`src/sv/dldt_pkg.sv`:
```
package dldt_pkg;

   localparam int COUNT_WIDTH     = 17;
   localparam int HOLD_WIDTH      = 3;
   localparam int PRESS_WIDTH     = HOLD_WIDTH + 1;
   localparam int CSR_INDEX_WIDTH = 2;
   localparam int CSR_DATA_WIDTH  = COUNT_WIDTH;

   localparam logic [CSR_INDEX_WIDTH-1:0] CSR_ON_TICKS   = 2'd0;
   localparam logic [CSR_INDEX_WIDTH-1:0] CSR_OFF_TICKS  = 2'd1;
   localparam logic [CSR_INDEX_WIDTH-1:0] CSR_HOLD_TICKS = 2'd2;

   localparam logic [COUNT_WIDTH-1:0] ON_TICKS_RESET   = COUNT_WIDTH'(1);
   localparam logic [COUNT_WIDTH-1:0] OFF_TICKS_RESET  = COUNT_WIDTH'(1);
   localparam logic [HOLD_WIDTH-1:0]  HOLD_TICKS_RESET = HOLD_WIDTH'(3);

   typedef struct packed {
      logic [COUNT_WIDTH-1:0] on_ticks;
      logic [COUNT_WIDTH-1:0] off_ticks;
      logic [HOLD_WIDTH-1:0]  hold_ticks;
   } cfg_type;

   typedef struct packed {
      logic button_pressed;
      logic is_dark;
   } req_type;

   typedef struct packed {
      logic power_indicator;
      logic lamp;
   } rsp_type;

endpackage

```
`src/sv/dldt_core.sv`:
```
module dldt_core (
   input  logic              clock,
   input  logic              reset,
   input  dldt_pkg::cfg_type cfg,
   input  logic              step,
   input  dldt_pkg::req_type req,
   output dldt_pkg::rsp_type rsp
);

   logic                             power_ff, power_in;
   logic                             lamp_ff, lamp_in;
   logic [dldt_pkg::COUNT_WIDTH-1:0] on_rem_ff, on_rem_in;
   logic [dldt_pkg::COUNT_WIDTH-1:0] off_rem_ff, off_rem_in;
   logic [dldt_pkg::PRESS_WIDTH-1:0] press_ff, press_in;
   logic [dldt_pkg::PRESS_WIDTH-1:0] hold_ext;

   assign hold_ext = {1'b0, cfg.hold_ticks};

   always_comb begin
      power_in   = power_ff;
      lamp_in    = lamp_ff;
      on_rem_in  = on_rem_ff;
      off_rem_in = off_rem_ff;
      press_in   = press_ff;

      if (power_ff) begin
         if (on_rem_ff != '0) begin
            lamp_in   = 1'b1;
            on_rem_in = on_rem_ff - 1'b1;
         end else if (off_rem_ff != '0) begin
            lamp_in    = 1'b0;
            off_rem_in = off_rem_ff - 1'b1;
         end else begin
            on_rem_in  = cfg.on_ticks;
            off_rem_in = cfg.off_ticks;
         end
      end

      if (req.button_pressed) begin
         if (press_ff < hold_ext) begin
            press_in = press_ff + 1'b1;
         end else if (press_ff == hold_ext) begin
            press_in = press_ff + 1'b1;
            if (!power_ff) begin
               power_in   = 1'b1;
               on_rem_in  = cfg.on_ticks;
               off_rem_in = cfg.off_ticks;
            end else begin
               power_in   = 1'b0;
               lamp_in    = 1'b0;
               on_rem_in  = '0;
               off_rem_in = '0;
            end
         end
      end else begin
         press_in = '0;
      end

      if (req.is_dark) begin
         if (power_in) begin
            lamp_in = (on_rem_in != '0);
         end
      end else begin
         lamp_in = 1'b0;
      end

      rsp.power_indicator = power_ff;
      rsp.lamp            = lamp_in;
   end

   always_ff @(posedge clock) begin
      if (reset) begin
         power_ff   <= 1'b0;
         lamp_ff    <= 1'b0;
         on_rem_ff  <= '0;
         off_rem_ff <= '0;
         press_ff   <= '0;
      end else if (step) begin
         power_ff   <= power_in;
         lamp_ff    <= lamp_in;
         on_rem_ff  <= on_rem_in;
         off_rem_ff <= off_rem_in;
         press_ff   <= press_in;
      end
   end

endmodule

```
`src/sv/dusk_lamp_duty_timer.sv`:
```
// An accepted word's result is written into the result queue, so rsp_valid is high in the cycle after the accept.
// Throughput: one word per cycle unless stalled; tick state steps once per accept.
// A two-entry result queue lets input words enter while a result waits to be taken.
// req_stall is high only when both queue entries are occupied.
// Synchronous active-high reset clears the tick state and the queue and sets the
// registers to on_ticks 1, off_ticks 1 and hold_ticks 3.
module dusk_lamp_duty_timer (
   input  logic                                 clock,
   input  logic                                 reset,
   input  logic                                 req_valid,
   output logic                                 req_stall,
   input  dldt_pkg::req_type                    req_data,
   output logic                                 rsp_valid,
   input  logic                                 rsp_stall,
   output dldt_pkg::rsp_type                    rsp_data,
   input  logic                                 csr_write,
   input  logic [dldt_pkg::CSR_INDEX_WIDTH-1:0] csr_index,
   input  logic [dldt_pkg::CSR_DATA_WIDTH-1:0]  csr_data
);

   dldt_pkg::cfg_type cfg_ff, cfg_in;
   dldt_pkg::rsp_type step_rsp;
   dldt_pkg::rsp_type queue_ff [2];
   dldt_pkg::rsp_type queue_in [2];
   logic [1:0]        count_ff, count_in;
   logic              push;
   logic              pop;

   assign req_stall = (count_ff == 2'd2);
   assign rsp_valid = (count_ff != 2'd0);
   assign rsp_data  = queue_ff[0];
   assign push      = req_valid && !req_stall;
   assign pop       = rsp_valid && !rsp_stall;

   always_comb begin
      cfg_in = cfg_ff;
      if (csr_write) begin
         case (csr_index)
            dldt_pkg::CSR_ON_TICKS:   cfg_in.on_ticks   = csr_data[dldt_pkg::COUNT_WIDTH-1:0];
            dldt_pkg::CSR_OFF_TICKS:  cfg_in.off_ticks  = csr_data[dldt_pkg::COUNT_WIDTH-1:0];
            dldt_pkg::CSR_HOLD_TICKS: cfg_in.hold_ticks = csr_data[dldt_pkg::HOLD_WIDTH-1:0];
            default:                  cfg_in = cfg_ff;
         endcase
      end
   end

   dldt_core u_core (
      .clock (clock),
      .reset (reset),
      .cfg   (cfg_ff),
      .step  (push),
      .req   (req_data),
      .rsp   (step_rsp)
   );

   always_comb begin
      queue_in[0] = queue_ff[0];
      queue_in[1] = queue_ff[1];
      count_in    = count_ff;
      if (push && pop) begin
         queue_in[0] = step_rsp;
      end else if (pop) begin
         queue_in[0] = queue_ff[1];
         count_in    = count_ff - 2'd1;
      end else if (push) begin
         queue_in[count_ff[0]] = step_rsp;
         count_in              = count_ff + 2'd1;
      end
   end

   always_ff @(posedge clock) begin
      if (reset) begin
         count_ff          <= 2'd0;
         cfg_ff.on_ticks   <= dldt_pkg::ON_TICKS_RESET;
         cfg_ff.off_ticks  <= dldt_pkg::OFF_TICKS_RESET;
         cfg_ff.hold_ticks <= dldt_pkg::HOLD_TICKS_RESET;
      end else begin
         count_ff <= count_in;
         cfg_ff   <= cfg_in;
      end
   end

   always_ff @(posedge clock) begin
      queue_ff[0] <= queue_in[0];
      queue_ff[1] <= queue_in[1];
   end

endmodule

```
`config.mk`:
```
export PLATFORM = sky130hd
export DESIGN_NAME = dusk_lamp_duty_timer
export DESIGN_NICKNAME = d
export VERILOG_FILES = /design/src/sv/dldt_pkg.sv /design/src/sv/dldt_core.sv /design/src/sv/dusk_lamp_duty_timer.sv
export SDC_FILE = /design/constraint.sdc
export NUM_CORES = 1
export LEC_CHECK = 0
export ABC_AREA = 1
export BUFFER_PORTS_ARGS = -buffer_cell sky130_fd_sc_hd__buf_2
export CORE_ASPECT_RATIO = 0.9
export CORE_UTILIZATION = 50
export CTS_CLUSTER_DIAMETER = 200
export DETAILED_ROUTE_END_ITERATION = 8
export PLACE_DENSITY_LB_ADDON = 0.05
export RECOVER_POWER = 25
export SLEW_MARGIN = 20
export SYNTH_ARGS = -nofsm -noshare
export SYNTH_HDL_FRONTEND = slang
export SYNTH_SLANG_ARGS = --single-unit
```
`constraint.sdc`:
```
create_clock -name clock -period 2.9 [get_ports clock]
set_input_delay 0 -clock clock [delete_from_list [all_inputs] [get_ports clock]]
set_output_delay 0 -clock clock [all_outputs]
set_load 0.01 [all_outputs]
```
==> flow_summary_export.csv <==
group,metric,value,unit
cells_and_area,drive_gt1_share,9.25,%
drt,via_per_inst,5.70,
min_path,min_from,"rsp_stall",
logic_synthesis,syn_inst,835,
setup_path,path_max_fanout,7,
clock_tree,cts-root-buf,"clkbuf_16",
place,gp_congestion,0.954,
setup_path,cp_top_family,"simple AND/OR/NAND/NOR gates",
clock_tree,clk_latency,0.34,ns
setup_path,crit_path_end_kind,"flop",
clock_tree,cts_setup_buffers,0,
timing,grt_setup_unrepaired,"false",
drt,first_iter_violations,597,
floorplanning,coreArea,10200,um^2
place,portBuffers,29,
timing,slew_viol_final,0,
clock_tree,cts_tree,"yes",
setup_path,critPathRequiredTime,3.00,ns
min_path,hp-class,"primary input to flop",
floorplanning,die-height,99.0,um
timing,fin_crit_sh,88.7,%
setup_path,path_common_cell,"nand2_1",
logic_synthesis,synthTopCellsByArea,"dfxtp_1 (30%), nand2_1 (14%), o21ai_0 (10%), a21oi_1 (8.5%), inv_1 (7.8%)",
clock_tree,hold_buffers,13,
clock_tree,cts_buffers,9,
cells_and_area,num-nets-final,908,
pwr,power,3.60,mW
clock_tree,clock_sinks,83,
logic_synthesis,synth_ff_type,"dfxtp_1",
logic_synthesis,netlist_area,5230,um^2
clock_tree,ctsLongestPathBuffers,2,
cells_and_area,syn2layout_area_growth,13.9,%
grt,grt.total_usage,32.7,%
floorplanning,initial_core_util,51.2,%
setup_path,rr_startpoint,"u_core.off_rem_ff[0]$_SDFFE_PP0P_",
clock_tree,ctsHtreeMaxLevel,3,
setup_path,crit_chain,"inv_1 > ha_1 > inv_1 > nor2_1 > nand2_1 > nor2_1 > nand2_2 > nor2_4 > nand2_1 > nand3_1 > nand2_1 > nand2_1 > nand2_1 > nor2_1 > nand3_2 > a21oi_2 > a21oi_1",
logic_synthesis,synth_top_area_share,30.3,%
timing,worst_pin_slew,1.13,ns
grt,antenna_found_initial,1,
timing,setup-violations-final,0,
logic_synthesis,synth_commonest_cells,"nand2_1 (197), inv_1 (109), o21ai_0 (106)",
logic_synthesis,syn_nets,872,
drt,firstDrtPassIters,7,
logic_synthesis,seq_area_frac_synth,32.6,%
pwr,vdd_ir_drop_max,462,uV
cells_and_area,postLayoutCoreUtil,58.4,%
logic_synthesis,post-synth-top-count-cell,"nand2_1",
setup_path,cp-startpoint,"u_core.off_rem_ff[0]$_SDFFE_PP0P_",
setup_path,path_buf_inv,2,
flow_run,drv_cap,0,
grt,grt_max_degree,32,
grt,grt_pass1_wl,26800,um
place,hpwl,12400,um
timing,fin_tns_setup,0,ns
grt,overflow,0,
outcome,outcome,"finished clean",
cells_and_area,fillers,1014,
grt,grt_pass1_vias,5166,
floorplanning,row_count,35,
clock_tree,ctsResizeCount,0,
timing,clock.fmax,389,MHz
timing,hold_violations,0,
drt,postRouteAntennaNets,0,
setup_path,cp_slowest_cell,"dfxtp_1",
drt,vias,5737,
floorplanning,pin_count,30,
setup_path,crit_arrival,2.67,ns
logic_synthesis,synth_seq_cells,83,
drt,drt_wl_total,16700,um
logic_synthesis,synth_edf_count,4,
floorplanning,dieArea,10900,um^2
drt,avgRoutedWirePerCell,16.6,um
logic_synthesis,yosysWarnings,0,
drt,drc,0,
timing,skew,0.0106,ns
pwr,power_density,605,nW/um^2
logic_synthesis,synth.avg_cell_area,6.26,um^2
clock_tree,clk_pin_slew,0.07,ns
setup_path,cp-start-kind,"flop",
setup_path,cpPeakStageDelay,0.33,ns
logic_synthesis,synth_area_leader_cell,"dfxtp_1",
logic_synthesis,yosysUniqueCellTypes,38,
timing,fin_crit,2.57,ns
logic_synthesis,ys_async_sr_fraction,0,%
setup_path,worstSetupPathType,"flop to flop",
pwr,p_leak,2.69,nW
floorplanning,dieWidth,110,um
timing,slew_headroom,24.4,%
[sequential cells by signal (all words and copies together), names as in the netlist]
name / count
queue_ff: 4
u_core.lamp_ff: 1
count_ff: 2
u_core.off_rem_ff: 17
u_core.on_rem_ff: 17
cfg_ff: 37
u_core.power_ff: 1
u_core.press_ff: 4
[per-stage QoR]
step | worst slack, ns | cell area, um^2 | hold slack (ns) | instances
floorplan | 0.730 | 5230 | 0.113 | 835
global route | 0.0863 | 5950 | 0.0229 | 1005
finish | 0.328 | 5950 | 0.00458 | 1006
CTS | 0.363 | 5970 | 0.00453 | 1005
global placement | 0.377 | 5530 | 0.247 | 976
detailed placement | 0.382 | 5530 | 0.246 | 976
[power breakdown]
| part | leakage, nW | total [mW] | internal [mW] | switching (mW) |
|---|---|---|---|---|
| Sequential | 0.686 | 1.34 | 1.25 | 0.0867 |
| Combinational | 1.85 | 1.07 | 0.343 | 0.724 |
| Clock | 0.149 | 1.20 | 0.682 | 0.520 |
[cells by family after synthesis]
kind of cell | count (synthesis) | synth area share [%]
AND/OR/NAND/NOR | 355 | 28.7
AO/OA/AOI/OAI | 230 | 23.8
buffers and inverters | 152 | 11.6
flip-flops | 83 | 32.6
adder cells (fa/ha/maj) | 11 | 2.63
XOR/XNOR | 4 | 0.670
[worst paths after layout]
path	to	slack [ns]	cells after the start
max	queue_ff[0][0]$_DFFE_PP_	0.33	17
min	count_ff[1]$_SDFFE_PP0P_	0.005	3
max reg2reg	queue_ff[0][0]$_DFFE_PP_	0.33	17
min reg2reg	cfg_ff[2]$_SDFFE_PP0P_	0.47	2
[worst reg2reg max path, delay by kind of cell (launching register included)]
family          cells  cell delay, ns
compound gates      2            0.18
simple gates       12            1.49
fa+ha+maj           1            0.16
flops               1            0.33
buf+inv             2            0.15
[cells in the final DEF (no fill, tap or decap), types with 3 or more instances in the layout]
cell type	instances
o211ai_1	9
a32o_1	3
dlygate4sd3_1	13
o21ai_1	4
a211oi_1	3
a21oi_1	89
o21ai_0	106
nand4_1	4
ha_1	11
edfxtp_1	4
o22ai_1	3
a31oi_1	3
dfxtp_1	79
nor2_2	10
xor2_1	3
inv_1	109
buf_2	24
buf_4	19
nand3_1	64
clkbuf_16	9
nand2_1	197
a221oi_1	5
clkbuf_1	8
nor3_1	8
nor2_4	3
nor2_1	64
[final cells by class]
cell class	count	area, um^2	area share [%]
well taps	129	161	2.71
flip-flops and latches	83	1700	28.6
repair buffers	65	443	7.44
inverters	112	420	7.06
clock inverters	7	81.3	1.37
diodes	1	2.50	0.0420
multi-input cells	600	2920	49.0
clock buffers	9	225	3.78
[layer usage]
metal	global-route usage, %	routed length, um
met5	0	0
met4	9.85	288
met3	7.67	1550
met2	48.5	7150
met1	46.8	7750
Power figures use the tool's default switching activity.
